==> config.mk <==
export PLATFORM = sky130hd
export DESIGN_NAME = dot_star_regex_matcher_top
export DESIGN_NICKNAME = d
export VERILOG_FILES = /design/src/hw/rtl/dsrm_pkg.sv /design/src/hw/rtl/dsrm_csr.sv /design/src/hw/rtl/dsrm_row_eval.sv /design/src/hw/rtl/dot_star_regex_matcher_top.sv
export SDC_FILE = /design/constraint.sdc
export NUM_CORES = 1
export LEC_CHECK = 0
export ABC_AREA = 1
export BUFFER_PORTS_ARGS = -buffer_cell sky130_fd_sc_hd__buf_4
export CORE_ASPECT_RATIO = 1.2
export CORE_MARGIN = 4
export CORE_UTILIZATION = 50
export CTS_CLUSTER_DIAMETER = 200
export DETAILED_ROUTE_END_ITERATION = 10
export GPL_TIMING_DRIVEN = 1
export PLACE_DENSITY = 0.65
export REMOVE_ABC_BUFFERS = 1
export SYNTH_ARGS = -nofsm -noshare
export SYNTH_HDL_FRONTEND = slang
export SYNTH_SLANG_ARGS = --single-unit
export TNS_END_PERCENT = 30
==> constraint.sdc <==
create_clock -name clock -period 6.3 [get_ports clock]
set_input_delay 1.26 -clock clock [delete_from_list [all_inputs] [get_ports clock]]
set_output_delay 1.26 -clock clock [all_outputs]
set_load 0.005 [all_outputs]
==> src/hw/rtl/dsrm_pkg.sv <==
package dsrm_pkg;

   // Pattern metacharacters
   localparam logic [7:0] CH_ANY  = 8'h2E;
   localparam logic [7:0] CH_STAR = 8'h2A;

   // Pattern storage: four 64-bit registers, eight characters each
   localparam int NUM_CHAR_REGS   = 4;
   localparam int CHARS_PER_REG   = 8;
   localparam int NUM_CHARS       = NUM_CHAR_REGS * CHARS_PER_REG;
   localparam int CHAR_BITS_W     = NUM_CHARS * 8;
   localparam int LEN_W           = 6;
   localparam int MAX_PATTERN_DEF = 32;

   // Configuration port
   localparam int CSR_DATA_W = 64;
   localparam int CSR_ADDR_W = 6;
   localparam int CSR_IDX_W  = 3;

   typedef enum logic [CSR_IDX_W-1:0] {
      REG_PATTERN_LENGTH  = 3'd0,
      REG_PATTERN_CHARS_0 = 3'd1,
      REG_PATTERN_CHARS_1 = 3'd2,
      REG_PATTERN_CHARS_2 = 3'd3,
      REG_PATTERN_CHARS_3 = 3'd4
   } reg_index_type;

   // Pattern configuration handed from the register file to the row logic
   typedef struct packed {
      logic [LEN_W-1:0]       pattern_length;
      logic [CHAR_BITS_W-1:0] pattern_chars;
   } pattern_cfg_type;

   // One text request as held in the input register
   typedef struct packed {
      logic [7:0] text_char;
      logic       no_char;
      logic       last;
   } req_item_type;

endpackage

==> src/hw/rtl/dsrm_csr.sv <==
module dsrm_csr
   import dsrm_pkg::*;
(
   input  logic                  clock,
   input  logic                  reset,
   input  logic                  psel,
   input  logic                  penable,
   input  logic                  pwrite,
   input  logic [CSR_ADDR_W-1:0] paddr,
   input  logic [CSR_DATA_W-1:0] pwdata,
   output logic [CSR_DATA_W-1:0] prdata,
   output logic                  pready,
   output pattern_cfg_type       cfg
);

   logic [LEN_W-1:0]      length_ff;
   logic [LEN_W-1:0]      length_in;
   logic [CSR_DATA_W-1:0] chars_ff [NUM_CHAR_REGS];
   logic [CSR_DATA_W-1:0] chars_in [NUM_CHAR_REGS];
   reg_index_type         reg_idx;
   logic                  wr_en;

   assign pready  = 1'b1;
   assign reg_idx = reg_index_type'(paddr[CSR_ADDR_W-1:3]);
   assign wr_en   = psel & penable & pwrite;

   // Next register values
   always_comb begin
      length_in = length_ff;
      for (int k = 0; k < NUM_CHAR_REGS; k++) begin
         chars_in[k] = chars_ff[k];
      end
      if (wr_en) begin
         case (reg_idx)
            REG_PATTERN_LENGTH:  length_in   = pwdata[LEN_W-1:0];
            REG_PATTERN_CHARS_0: chars_in[0] = pwdata;
            REG_PATTERN_CHARS_1: chars_in[1] = pwdata;
            REG_PATTERN_CHARS_2: chars_in[2] = pwdata;
            REG_PATTERN_CHARS_3: chars_in[3] = pwdata;
            default: ;
         endcase
      end
   end

   always_ff @(posedge clock) begin
      if (reset) begin
         length_ff <= '0;
         for (int k = 0; k < NUM_CHAR_REGS; k++) begin
            chars_ff[k] <= '0;
         end
      end else begin
         length_ff <= length_in;
         for (int k = 0; k < NUM_CHAR_REGS; k++) begin
            chars_ff[k] <= chars_in[k];
         end
      end
   end

   // Read back
   always_comb begin
      case (reg_idx)
         REG_PATTERN_LENGTH:  prdata = CSR_DATA_W'(length_ff);
         REG_PATTERN_CHARS_0: prdata = chars_ff[0];
         REG_PATTERN_CHARS_1: prdata = chars_ff[1];
         REG_PATTERN_CHARS_2: prdata = chars_ff[2];
         REG_PATTERN_CHARS_3: prdata = chars_ff[3];
         default:             prdata = '0;
      endcase
   end

   // Pattern view for the row logic, lowest character in the low byte
   always_comb begin
      cfg.pattern_length = length_ff;
      for (int k = 0; k < NUM_CHAR_REGS; k++) begin
         cfg.pattern_chars[k*CSR_DATA_W +: CSR_DATA_W] = chars_ff[k];
      end
   end

endmodule

==> src/hw/rtl/dsrm_row_eval.sv <==
module dsrm_row_eval
   import dsrm_pkg::*;
#(
   parameter int MAX_PATTERN = MAX_PATTERN_DEF
) (
   input  pattern_cfg_type        cfg,
   input  req_item_type           item,
   input  logic                   at_start,
   input  logic [MAX_PATTERN:0]   match_row,
   output logic [MAX_PATTERN:0]   next_row,
   output logic                   matched
);

   localparam int ROW_W   = MAX_PATTERN + 1;
   localparam int IDX_W   = (ROW_W > 1) ? $clog2(ROW_W) : 1;
   localparam int PBYTES  = (MAX_PATTERN > NUM_CHARS) ? MAX_PATTERN : NUM_CHARS;
   localparam int PAT_W   = PBYTES * 8;

   logic [PAT_W-1:0] pat_ext;
   logic [LEN_W-1:0] used_len;
   logic [ROW_W-1:0] empty_row;
   logic [ROW_W-1:0] prev_row;
   logic [ROW_W-1:0] char_row;

   // Positions past the registers read as byte zero
   assign pat_ext = PAT_W'(cfg.pattern_chars);

   // Length saturates to MAX_PATTERN, the last cell of the row
   assign used_len = (cfg.pattern_length > LEN_W'(MAX_PATTERN)) ?
                     LEN_W'(MAX_PATTERN) : cfg.pattern_length;

   // One row step. Star cells chain through the row being built, much like
   // a ripple carry: a star cell takes its two left neighbours.
   function automatic logic [ROW_W-1:0] step_row(
      input logic [ROW_W-1:0] prev,
      input logic [7:0]       ch,
      input logic             has_char,
      input logic [LEN_W-1:0] n,
      input logic [PAT_W-1:0] pat
   );
      logic [ROW_W-1:0] row;
      logic [7:0]       pc;
      logic [7:0]       pb;
      logic             b;
      row    = '0;
      row[0] = ~has_char;
      for (int j = 1; j < ROW_W; j++) begin
         pc = pat[8*(j-1) +: 8];
         pb = (j > 1) ? pat[8*((j > 1) ? j-2 : 0) +: 8] : 8'h00;
         b  = 1'b0;
         if (pc == CH_ANY) begin
            b = has_char & prev[j-1];
         end else if (pc == CH_STAR) begin
            if (j > 1) begin
               b = row[j-1] | row[(j > 1) ? j-2 : 0] |
                   (has_char & ((pb == ch) | (pb == CH_ANY)) & prev[j]);
            end
         end else begin
            b = has_char & (ch == pc) & prev[j-1];
         end
         if (j <= int'(n)) begin
            row[j] = b;
         end
      end
      return row;
   endfunction

   // Empty-text row, then the row after this character
   always_comb begin
      empty_row = step_row('0, 8'h00, 1'b0, used_len, pat_ext);
      prev_row  = at_start ? empty_row : match_row;
      char_row  = step_row(prev_row, item.text_char, 1'b1, used_len, pat_ext);
      next_row  = item.no_char ? prev_row : char_row;
      matched   = next_row[used_len[IDX_W-1:0]];
   end

endmodule

==> src/hw/rtl/dot_star_regex_matcher_top.sv <==
// Path: an accepted request is held in the input register, then the row
// logic writes its result into the result register.
// Throughput: one request per cycle, except that a last request waits while
// the result slot is full; the next row depends only on the row register.
// Reset: synchronous, clears the pattern registers, the row and the pipeline.
module dot_star_regex_matcher_top
   import dsrm_pkg::*;
#(
   parameter int MAX_PATTERN = MAX_PATTERN_DEF
) (
   input  logic                  clock,
   input  logic                  reset,
   // Text requests
   input  logic                  req_valid,
   output logic                  req_ready,
   input  logic [7:0]            req_text_char,
   input  logic                  req_no_char,
   input  logic                  req_last,
   // Match results
   output logic                  rsp_valid,
   input  logic                  rsp_ready,
   output logic                  rsp_matched,
   // Configuration
   input  logic                  psel,
   input  logic                  penable,
   input  logic                  pwrite,
   input  logic [CSR_ADDR_W-1:0] paddr,
   input  logic [CSR_DATA_W-1:0] pwdata,
   output logic [CSR_DATA_W-1:0] prdata,
   output logic                  pready
);

   pattern_cfg_type      cfg;
   req_item_type         item_ff;
   req_item_type         item_in;
   logic                 in_valid_ff;
   logic                 in_valid_in;
   logic [MAX_PATTERN:0] row_ff;
   logic [MAX_PATTERN:0] row_in;
   logic                 at_start_ff;
   logic                 at_start_in;
   logic                 rsp_valid_ff;
   logic                 rsp_valid_in;
   logic                 matched_ff;
   logic                 matched_in;
   logic [MAX_PATTERN:0] next_row;
   logic                 matched;
   logic                 advance;
   logic                 req_take;

   dsrm_csr u_csr (
      .clock   (clock),
      .reset   (reset),
      .psel    (psel),
      .penable (penable),
      .pwrite  (pwrite),
      .paddr   (paddr),
      .pwdata  (pwdata),
      .prdata  (prdata),
      .pready  (pready),
      .cfg     (cfg)
   );

   dsrm_row_eval #(
      .MAX_PATTERN (MAX_PATTERN)
   ) u_row_eval (
      .cfg       (cfg),
      .item      (item_ff),
      .at_start  (at_start_ff),
      .match_row (row_ff),
      .next_row  (next_row),
      .matched   (matched)
   );

   // A held request moves on unless it is last and the result slot is full
   assign advance   = in_valid_ff & (~item_ff.last | ~rsp_valid_ff | rsp_ready);
   assign req_ready = ~in_valid_ff | advance;
   assign req_take  = req_valid & req_ready;

   // Input register
   always_comb begin
      item_in = item_ff;
      if (req_take) begin
         item_in.text_char = req_text_char;
         item_in.no_char   = req_no_char;
         item_in.last      = req_last;
      end
      if (req_take) begin
         in_valid_in = 1'b1;
      end else if (advance) begin
         in_valid_in = 1'b0;
      end else begin
         in_valid_in = in_valid_ff;
      end
   end

   // Row state and result register
   always_comb begin
      row_in       = row_ff;
      at_start_in  = at_start_ff;
      matched_in   = matched_ff;
      rsp_valid_in = rsp_valid_ff & ~rsp_ready;
      if (advance) begin
         row_in      = next_row;
         at_start_in = item_ff.last;
         if (item_ff.last) begin
            matched_in   = matched;
            rsp_valid_in = 1'b1;
         end
      end
   end

   always_ff @(posedge clock) begin
      if (reset) begin
         in_valid_ff  <= 1'b0;
         row_ff       <= '0;
         at_start_ff  <= 1'b1;
         rsp_valid_ff <= 1'b0;
      end else begin
         in_valid_ff  <= in_valid_in;
         row_ff       <= row_in;
         at_start_ff  <= at_start_in;
         rsp_valid_ff <= rsp_valid_in;
      end
   end

   always_ff @(posedge clock) begin
      item_ff    <= item_in;
      matched_ff <= matched_in;
   end

   assign rsp_valid   = rsp_valid_ff;
   assign rsp_matched = matched_ff;

endmodule
Word-level counts from Yosys, hierarchy flattened:

Memories as Yosys holds them, arrays and structs flattened.
Cells that the tools add are included.

* $lt $le $gt $ge: 34
* equality and inequality tests: 131
* multiplexer cells: 211
* bitwise operators: 200
* reductions and logical operators: 4

Operators by type and width (count)
* 8-bit by 6-bit equality test with 1-bit output (second input constant): 64
* 64-bit 2-to-1 mux: 8
* 8-bit equality test: 63
* 64-bit one-hot mux with 5 select lines: 1
* 256-bit 2-to-1 mux: 1
* 1-bit 2-to-1 mux: 197
* 1-bit OR: 128
* 5-bit by 6-bit less-or-equal comparator with 1-bit output (first input constant): 16
* 1-bit bitwise AND: 68
* 33-bit 2-to-1 mux: 2
* 4-bit by 6-bit less-or-equal comparator with 1-bit output (first input constant): 8
* 3-bit by 6-bit less-or-equal comparator with 1-bit output (first input constant): 4
* 2-bit by 6-bit less-or-equal comparator with 1-bit output (first input constant): 2
* 6-bit by 7-bit < comparator with 1-bit output (second input constant): 1
* 1-bit binary-select mux with 6-bit select: 1
* 3-bit by 2-bit equality test with 1-bit output (second input constant): 2
* 6-bit > comparator (second input constant): 1
* 1-bit by 6-bit less-or-equal comparator with 1-bit output (first input constant): 1
* 6-bit less-or-equal comparator (first input constant): 1
* 6-bit 2-to-1 mux: 1
* 1-bit NOT: 4
* 2-bit AND reduction: 2
* 3-bit by 1-bit equality test with 1-bit output (second input constant): 1
* 3-bit equality test (second input constant): 1
* other kinds (2): 2

* register bits after elaboration: 53
* bits in writable memories: 256
* bits of input ports: 87
* output and inout bits: 68
* logic and storage cells: 590
* memories kept: 1

Memories
* u_csr.chars_ff: depth 4, width 64, rd ports 4, clocked after Yosys merged registers in 0, write ports 4, RTL line dsrm_csr.sv:18 `logic [CSR_DATA_W-1:0] chars_ff [NUM_CHAR_REGS];`

Depth between registers and ports, before layout:

Gate-level depths: netlist of run 1.
An unclocked memory read counts as a cell.

* depth after elaboration: 286
* gate-level depth with buffers: 86
* depth with buffers taken out: 85

Cells and area by module:

A second synthesis of run 1 with hierarchy kept.

* cells, all modules: 3917
* area total of the unflattened synthesis: 22670.5 um^2

Modules (own cells, without submodules)
* dsrm_csr: times used 1, cells each 2115, area an instance 12719.7 um^2, seq. area each 5245.0 um^2
* dsrm_row_eval: times used 1, cells each 1555, area an instance 7967.6 um^2, seq. area each 0.0 um^2
* dot_star_regex_matcher_top: times used 1, cells each 247, area an instance 1983.2 um^2, seq. area each 1051.0 um^2

Worst setup path after synthesis of run 1:

OpenSTA, ideal clock, no wires.

* path kind: register -> register
* start: register u_csr.length_ff[5]
* end: register matched_ff (netlist: rsp_matched), data pin
* library setup time: 256 ps
* arrival time: 5420 ps
* required time: 6044 ps
* path slack: 624 ps
* cell stages (with the launch flop): 84
* path buffers: 1
* period minus slack after synthesis: 5676 ps
* cell sequence: dfxtp_1 -> buf_6 -> nor2_4 -> inv_2 -> nor2_4 -> inv_2 -> a21oi_2 -> nor2_1 -> nand2_2 -> nand2_1 -> nand2_2 -> nand2_2 -> nand2_2 -> nand2_1 -> nand2_2 -> nand2_2 -> nand2_2 -> nand2_1 -> [48 not listed] -> nand2_1 -> nand2_1 -> nand2_2 -> nand2_1 -> nand2_1 -> nand2_1 -> nand2_2 -> nand2_1 -> nand2_1 -> nand2_1 -> nand2_1 -> nand2_1 -> nand2_1 -> nand2_1 -> nand2_1 -> nand2_1 -> nand2_1 -> nand2_1

* word-level cells in the longest chain between the ends: 163
* elaborated cells between the ends (all ways): 374
* those cells by class: 33 x order compare; 190 x mux; 151 x bitwise

RTL lines
* from (decl): RTL line dsrm_csr.sv:16 `logic [LEN_W-1:0] length_ff;`
* from (signal assigned): RTL line dsrm_csr.sv:52 `length_ff <= length_in;`
* 6-bit > comparator: RTL line dsrm_row_eval.sv:29 `assign used_len = (cfg.pattern_length > LEN_W'(MAX_PATTERN)) ?`
* 6-bit 2-to-1 mux *: RTL line dsrm_row_eval.sv:29
* 2-bit by 6-bit less-or-equal comparator with 1-bit output: RTL line dsrm_row_eval.sv:61 `if (j <= int'(n)) begin`
* 1-bit 2-to-1 mux: RTL line dsrm_row_eval.sv:61
* 33-bit 2-to-1 mux: RTL line dsrm_row_eval.sv:71 `prev_row = at_start ? empty_row : match_row;`
* 1-bit bitwise AND: RTL line dsrm_row_eval.sv:56 `(has_char & ((pb == ch) | (pb == CH_ANY)) & prev[j]);`
* 1-bit OR: RTL line dsrm_row_eval.sv:55 `b = row[j-1] | row[(j > 1) ? j-2 : 0] |`
* 1-bit 2-to-1 mux: RTL line dsrm_row_eval.sv:53 `end else if (pc == CH_STAR) begin`
* [147 not listed]
* 1-bit OR (2 in series): RTL line dsrm_row_eval.sv:55
* 1-bit 2-to-1 mux: RTL line dsrm_row_eval.sv:53
* 1-bit 2-to-1 mux: RTL line dsrm_row_eval.sv:51 `if (pc == CH_ANY) begin`
* 1-bit 2-to-1 mux: RTL line dsrm_row_eval.sv:61
* 33-bit 2-to-1 mux: RTL line dsrm_row_eval.sv:73 `next_row = item.no_char ? prev_row : char_row;`
* 1-bit binary-select mux with 6-bit select *: RTL line dsrm_row_eval.sv:74 `matched = next_row[used_len[IDX_W-1:0]];`
* 1-bit 2-to-1 mux (not written as such) *: RTL line dsrm_row_eval.sv:74
* named net matched: RTL line dot_star_regex_matcher_top.sv:47 `logic matched;`
* to (signal assigned): RTL line dot_star_regex_matcher_top.sv:129 `matched_ff <= matched_in;`
* to (decl): RTL line dot_star_regex_matcher_top.sv:44 `logic matched_ff;`

Mark *: on every way through the listed nets, which the timed path passes. The rest lies on a longest branch. The select of a mux whose other input is x is not followed.
A chain may end at the register's enable or synchronous reset.

Worst setup path in the final report of run 1:

* start: register item_ff[5] in the netlist's numbering
* end: register matched_ff (netlist: rsp_matched), data pin

* word-level cells in the longest chain between the ends: 162
* elaborated cells between the ends (all ways): 317
* those cells by class: 63 x eq/ne; 99 x mux; 155 x bitwise

RTL lines
* from (decl): RTL line dot_star_regex_matcher_top.sv:34 `req_item_type item_ff;`
* from (signal assigned): RTL line dot_star_regex_matcher_top.sv:128 `item_ff <= item_in;`
* 8-bit equality test: RTL line dsrm_row_eval.sv:56, dsrm_row_eval.sv:59
* 1-bit bitwise AND: RTL line dsrm_row_eval.sv:59 `b = has_char & (ch == pc) & prev[j-1];`
* 1-bit 2-to-1 mux: RTL line dsrm_row_eval.sv:53
* 1-bit 2-to-1 mux: RTL line dsrm_row_eval.sv:51
* 1-bit 2-to-1 mux: RTL line dsrm_row_eval.sv:61
* 1-bit OR: RTL line dsrm_row_eval.sv:55
* 1-bit 2-to-1 mux: RTL line dsrm_row_eval.sv:53
* 1-bit 2-to-1 mux: RTL line dsrm_row_eval.sv:51
* [146 not listed]
* 1-bit OR (2 in series): RTL line dsrm_row_eval.sv:55
* 1-bit 2-to-1 mux: RTL line dsrm_row_eval.sv:53
* 1-bit 2-to-1 mux: RTL line dsrm_row_eval.sv:51
* 1-bit 2-to-1 mux: RTL line dsrm_row_eval.sv:61
* 33-bit 2-to-1 mux *: RTL line dsrm_row_eval.sv:73
* 1-bit binary-select mux with 6-bit select *: RTL line dsrm_row_eval.sv:74
* 1-bit 2-to-1 mux (not written as such) *: RTL line dsrm_row_eval.sv:74
* named net matched: RTL line dot_star_regex_matcher_top.sv:47

Marked as above.

==> results of run 1 <==
[Yosys cell counts (all sizes together) (32+ instances only)]
| library cell | n |
|---|---|
| nor3 | 32 |
| nand3 | 86 |
| nand4 | 57 |
| nor4 | 50 |
| a221o | 48 |
| o21ai | 362 |
| nor2 | 371 |
| o22ai | 51 |
| inv | 321 |
| dfxtp | 298 |
| xnor2 | 41 |
| or2 | 32 |
| buf | 41 |
| nand2 | 587 |
| xor2 | 85 |
| clkbuf | 136 |
| a21oi | 297 |
[power by group through the flow]
stage / sequential [mW] / combinational (mW) / clock [mW]
2_1_floorplan: 2.10 / 0.273 / 0
6_report: 2.04 / 0.698 / 2.31
3_5_place_dp: 2.08 / 0.649 / 0
5_1_grt: 2.04 / 0.734 / 2.39
3_3_place_gp: 2.08 / 0.641 / 0
4_1_cts: 2.04 / 0.662 / 2.31
[tightest hold or removal path: stages (launching register included)]
cell and delay, ns:
dfxtp_1 0.31, inv_1 0.06, a21oi_1 0.06
[state kept, by name (all words and copies together), names as in the netlist]
name	cells
row_ff	33
rsp_valid	1
u_csr.chars_ff	256
u_csr.length_ff	6
rsp_matched	1
in_valid_ff	1
item_ff	10
at_start_ff	1
[worst max path at each step]
| stage | slack, ns | to | cells past startpoint |
|---|---|---|---|
| finish | -0.92 | rsp_matched$_DFFE_PP_ | 55 |
| global route | -1.18 | rsp_matched$_DFFE_PP_ | 77 |
| CTS | -0.59 | rsp_matched$_DFFE_PP_ | 74 |
| detailed placement | -1.31 | rsp_matched$_DFFE_PP_ | 78 |
| global placement | -1.25 | rsp_matched$_DFFE_PP_ | 78 |
| floorplan | -1.13 | u_csr.chars_ff[1][0]$_SDFFE_PP0P_ | 6 |
[stage by stage]
stage | setup TNS [ns] | utilization, %
floorplan | -104.75 | -
finish | -2.857 | 68.77
CTS | -1.488 | 67.46
detailed placement | -6.054 | 62.85
global placement | -5.475 | 62.85
global route | -5.329 | 68.76
[logic make-up (layout without fill, tap and decap cells)]
| kind of cell | Yosys count | after routing |
|---|---|---|
| buffers and inverters | 500 | 1026 |
| xor gates and xnor gates | 126 | 126 |
| AOI/OAI and AO/OA | 829 | 829 |
| DFF | 309 | 309 |
| other | 1 | 3 |
| and+or+nand+nor | 1241 | 1241 |
[layer usage]
layer,wire [µm],global-route usage (%)
met5,0,0
met4,6786,24.82
met3,10710,10.38
met2,39930,64.39
met1,33880,50.59
[timing repair]
action,4_1_cts,5_1_grt
pin swaps,20,50
setup buffers,38,16
resized for setup,56,103
setup endpoints to repair,7,9
gates cloned,0,0
hold buffers,0,0
[final cells by class]
cell class	instances	area (µm²)
clock buffers	51	1102
flip-flops and latches	309	6304
diodes	2	5.005
well taps	520	650.6
repair buffers	637	5017
clock inverters	15	187.7
inverters	323	1241
fillers	3413	11920
multi-input cells	2197	11740
==> results.yml, run 1 <==
finish:
  layout.cells.non_filler: 4054
  final_common_cell: "buf_4"
  area_growth_syn_to_layout_pct: 34.90
  final_layout_size_suffix_gt1_share_pct: 26.39
  nets: 3592
  mostFrequentLayoutCells: "615 x buf_4, 496 x nand2_1, 350 x nor2_1, 350 x o21ai_0, 294 x dfxtp_1"
  fin_area_um2: 26240
synth:
  async_flop_share_pct: 0
  synth-edff-count: 11
  synthCells: 3006
  yosys.area_share.simple_pct: 27.82
  synth_xor_area_share_pct: 5.673
  ys_seq_area_share_pct: 32.36
  synthMuxAreaShare_pct: 0
  synth_seq_cells: 309
  syn_area_um2: 19450
  dominantRegCellSynth: "dfxtp_1"
  synth_area_per_cell_um2: 6.472
  synth_top_cell_by_area: "dfxtp_1"
  yosys.area.top_type_share_pct: 30.67
  synth_top_family_by_area: "simple AND/OR/NAND/NOR gates"
  synth_compound_area_share_pct: 24.18
  yosys_warnings: 0
  yosys-top-cells-area: "dfxtp_1 31%, nand2_1 11%, o21ai_0 9.2%"
  synthAdderAreaFrac_pct: 0
  yosysUniqueCellTypes: 58
worst_hold_path:
  hp-start: "u_csr.chars_ff[0][7]$_SDFFE_PP0P_"
  hold_end: "u_csr.chars_ff[0][7]$_SDFFE_PP0P_"
  hp-class: "flip-flop to flip-flop"
  whs_path_depth: 2
setup_path:
  setup.worst_path.start: "item_ff[5]$_DFFE_PP_"
  worstPathArrival_ns: 7.62
  required_ns: 6.70
  critPathTopFamily: "buffers and inverters"
  rrSetupSlack_ns: -0.92
  cp_slowest_cell: "edfxtp_1"
  worst-r2r-cell-count: 55
  crit_type: "flip-flop to flip-flop"
  slowest_delay_ns: 0.45
  critPathCaptureType: "flip-flop"
  worstReg2RegEnd: "rsp_matched$_DFFE_PP_"
  reg2reg_from: "item_ff[5]$_DFFE_PP_"
  crit_fanout: 4
  crit_top_cell: "buf_4"
  cp.buffers_inverters: 31
  worst_setup_path_start_kind: "flip-flop"
route:
  via_per_inst: 5.989
  drt_iter0_drc: 2812
  wire_per_inst_um: 22.52
  wirelength_um: 91320
  drt_pre_antenna_iters: 6
  drc: 0
  dr_total_vias: 24280
  antenna_left: 0
timing:
  finalHoldViolCount: 0
  period_minus_slack_ns: 7.219
  rsz0062_at_grt: "true"
  fin_ws_ns: -0.9188
  finalClockSkew_ns: 0.01856
  setup_violations: 6
  maxSlewViolCount: 0
  worst_slew_pin_slew_ns: 1.187
  max_freq_mhz: 138.5
  max_slew_margin_pct: 20.87
  whs_ns: 0.4754
  fin_crit_sh_pct: 114.6
cts:
  clock_latency_ns: 0.54
  h-tree-depth: 2
  numCtsBuffers: 37
  cts_sinks: 309
  cts_buffer_depth: 3
  path_clk_slew_ns: 0.06
  cts_tree: "built"
  root_buffer: "clkbuf_16"
run_status:
  status: "finished, violations left"
  failed_checks: "setup timing"
die:
  num_rows: 78
  initial_core_util_pct: 50.98
  pin_count: 155
  core_area_um2: 38160
  dieHeight_um: 224.1
  die_w_um: 188.1
  die-area_um2: 42140
job:
  maxCapViolCount: 0
placed_design:
  gp_congestion: 1.075
  dpl.hpwl_um: 65060
  placed_area_um2: 23980
  placed_cells: 3933
  place_ws_ns: -1.306
  portBuffers: 150
power_and_ir_drop:
  power.internal_mw: 3.660
  power_frac_seq_pct: 40.4
  power_density_nw_per_um2: 192.2
  ir_drop_uv: 203.3
  p_clk_share_pct: 45.8
  combPwrFrac_pct: 13.8
  total_power_mw: 5.044
  switching_share_pct: 27.44
  p_leak_nw: 11.53
  p_sw_mw: 1.384
global_route:
  overflow: 0
  antenna_found_initial: 4
  grt_max_degree: 158
  grt_usage_pct: 40.94
  grt_pass1_wl_um: 134200
  first_global_vias: 23130
Note: power is estimated with default switching activity, not from simulation.
==> inputs of run 2 (changes only) <==
==> constraint.sdc (replaced) <==
create_clock -name clock -period 6.3 [get_ports clock]
set_input_delay 1.26 -clock clock [delete_from_list [all_inputs] [get_ports clock]]
set_output_delay 1.26 -clock clock [all_outputs]
set_load 0.05 [all_outputs]
==> results.yml, run 2 (synthesized netlist as in run 1, its figures left out) <==
placed_design:
  portBuffers: 150
  dpl.hpwl_um: 66900
  gp_congestion: 1.067
setup_path:
  worst_setup_path_start_kind: "flip-flop"
  worstReg2RegEnd: "rsp_matched$_DFFE_PP_"
  crit_type: "flip-flop to flip-flop"
  reg2reg_from: "item_ff[6]$_DFFE_PP_"
  critPathTopFamily: "buffers and inverters"
  cp.buffers_inverters: 38
  slowest_delay_ns: 0.42
  rrSetupSlack_ns: -1.32
  crit_fanout: 8
  worstPathArrival_ns: 8.01
  cp_slowest_cell: "edfxtp_1"
  crit_top_cell: "buf_4"
  critPathCaptureType: "flip-flop"
  setup.worst_path.start: "item_ff[6]$_DFFE_PP_"
  required_ns: 6.69
  worst-r2r-cell-count: 52
route:
  via_per_inst: 6.033
  drt_pre_antenna_iters: 9
  antenna_left: 0
  wire_per_inst_um: 23.02
  wirelength_um: 95480
  drt_iter0_drc: 3220
  drc: 0
  dr_total_vias: 25020
worst_hold_path:
  whs_path_depth: 2
  hp-class: "flip-flop to flip-flop"
  hold_end: "u_csr.chars_ff[1][14]$_SDFFE_PP0P_"
  hp-start: "u_csr.chars_ff[1][14]$_SDFFE_PP0P_"
run_status:
  status: "finished, violations left"
  failed_checks: "setup timing"
timing:
  max_slew_margin_pct: 27.85
  setup_violations: 11
  fin_ws_ns: -1.318
  rsz0062_at_grt: "true"
  period_minus_slack_ns: 7.618
  max_freq_mhz: 131.3
  worst_slew_pin_slew_ns: 1.082
  finalClockSkew_ns: 0.02602
  whs_ns: 0.4840
  finalHoldViolCount: 0
  fin_crit_sh_pct: 120.9
  maxSlewViolCount: 0
global_route:
  grt_pass1_wl_um: 140500
  overflow: 0
  antenna_found_initial: 3
  grt_max_degree: 150
  grt_usage_pct: 42.88
  first_global_vias: 23930
cts:
  numCtsBuffers: 37
  path_clk_slew_ns: 0.06
  cts_buffer_depth: 3
  h-tree-depth: 2
  clock_latency_ns: 0.56
  root_buffer: "clkbuf_16"
  cts_tree: "built"
  cts_hold_buffers: 0
  cts_sinks: 309
die:
  die-area_um2: 42140
  initial_core_util_pct: 50.98
  dieHeight_um: 224.1
  num_rows: 78
  pin_count: 155
  core_area_um2: 38160
  die_w_um: 188.1
finish:
  final_util_pct: 70.49
  final_layout_size_suffix_gt1_share_pct: 28.40
  reg_top3: "u_csr.chars_ff x256, row_ff x33, item_ff x10"
  largest-register: "u_csr.chars_ff"
  final_common_cell: "buf_4"
  mostFrequentLayoutCells: "704 x buf_4, 504 x nand2_1, 351 x o21ai_0"
  n_fill_cell: 3209
  area_growth_syn_to_layout_pct: 38.27
  largest_reg_flops: 256
  nets: 3687
power_and_ir_drop:
  p_leak_nw: 11.90
  ir_drop_uv: 205.0
  power_density_nw_per_um2: 188.2
job:
  maxCapViolCount: 0
-- run 2: how the worst max path moves through the flow --
stage / endpoint / slack, ns / cells past startpoint
floorplan: u_csr.chars_ff[1][0]$_SDFFE_PP0P_ / -1.13 / 6
global placement: rsp_matched$_DFFE_PP_ / -1.01 / 78
detailed placement: rsp_matched$_DFFE_PP_ / -1.11 / 78
CTS: rsp_matched$_DFFE_PP_ / -0.75 / 79
global route: rsp_matched$_DFFE_PP_ / -1.41 / 84
finish: rsp_matched$_DFFE_PP_ / -1.32 / 52
-- run 2: worst register-to-register path, delay by kind of cell, from the launching register on --
kind	cells	cell delay (ns)
buffers and inverters	38	5.12
AND/OR/NAND/NOR	8	0.94
AO/OA/AOI/OAI	6	1.01
flip-flops	1	0.42
-- run 2: final cells by class --
class	instances	area [µm²]	area share (%)
repair buffers	732	5771	21.45
clock buffers	45	1049	3.898
inverters	323	1239	4.605
clock inverters	21	227.7	0.8466
diodes	1	2.502	0.009303
well taps	520	650.6	2.419
multi-input cells	2197	11660	43.34
flip-flops and latches	309	6301	23.43
-- run 2: metal layers --
metal	part of all wire, %	vias to the layer above	GRT usage, %
met2	43	1844	66.29
met1	36	11430	52.56
met4	8.1	0	27.95
li1	-	11260	-
met5	0	-	0
met3	13	490	11.78
-- run 2: report_power, final --
part	internal (mW)	total, mW	switching [mW]
registers	2.01	2.04	0.0304
clock network	1.35	2.30	0.947
logic	0.265	0.725	0.460
total	3.63	5.06	1.44
-- run 2: per-stage QoR --
| stage | setup TNS [ns] | setup slack (ns) | area [µm²] | std cells | power (mW) |
|---|---|---|---|---|---|
| floorplan | -121.82 | -1.125 | 18740 | 2829 | 2.389 |
| global placement | -3.928 | -1.015 | 24160 | 3948 | 2.741 |
| detailed placement | -4.623 | -1.106 | 24160 | 3948 | 2.752 |
| CTS | -2.752 | -0.7529 | 26470 | 4134 | 5.017 |
| global route | -8.883 | -1.408 | 26900 | 4147 | 5.179 |
| finish | -5.847 | -1.318 | 26900 | 4148 | 5.063 |
-- run 2: repair_timing --
action | 4_1_cts | 5_1_grt
endpoints found under the hold margin | 0 | 0
buffers inserted | 121 | 14
resized for setup | 52 | 92
setup endpoints to repair | 7 | 13
gates cloned | 0 | 0
pin swaps | 33 | 56
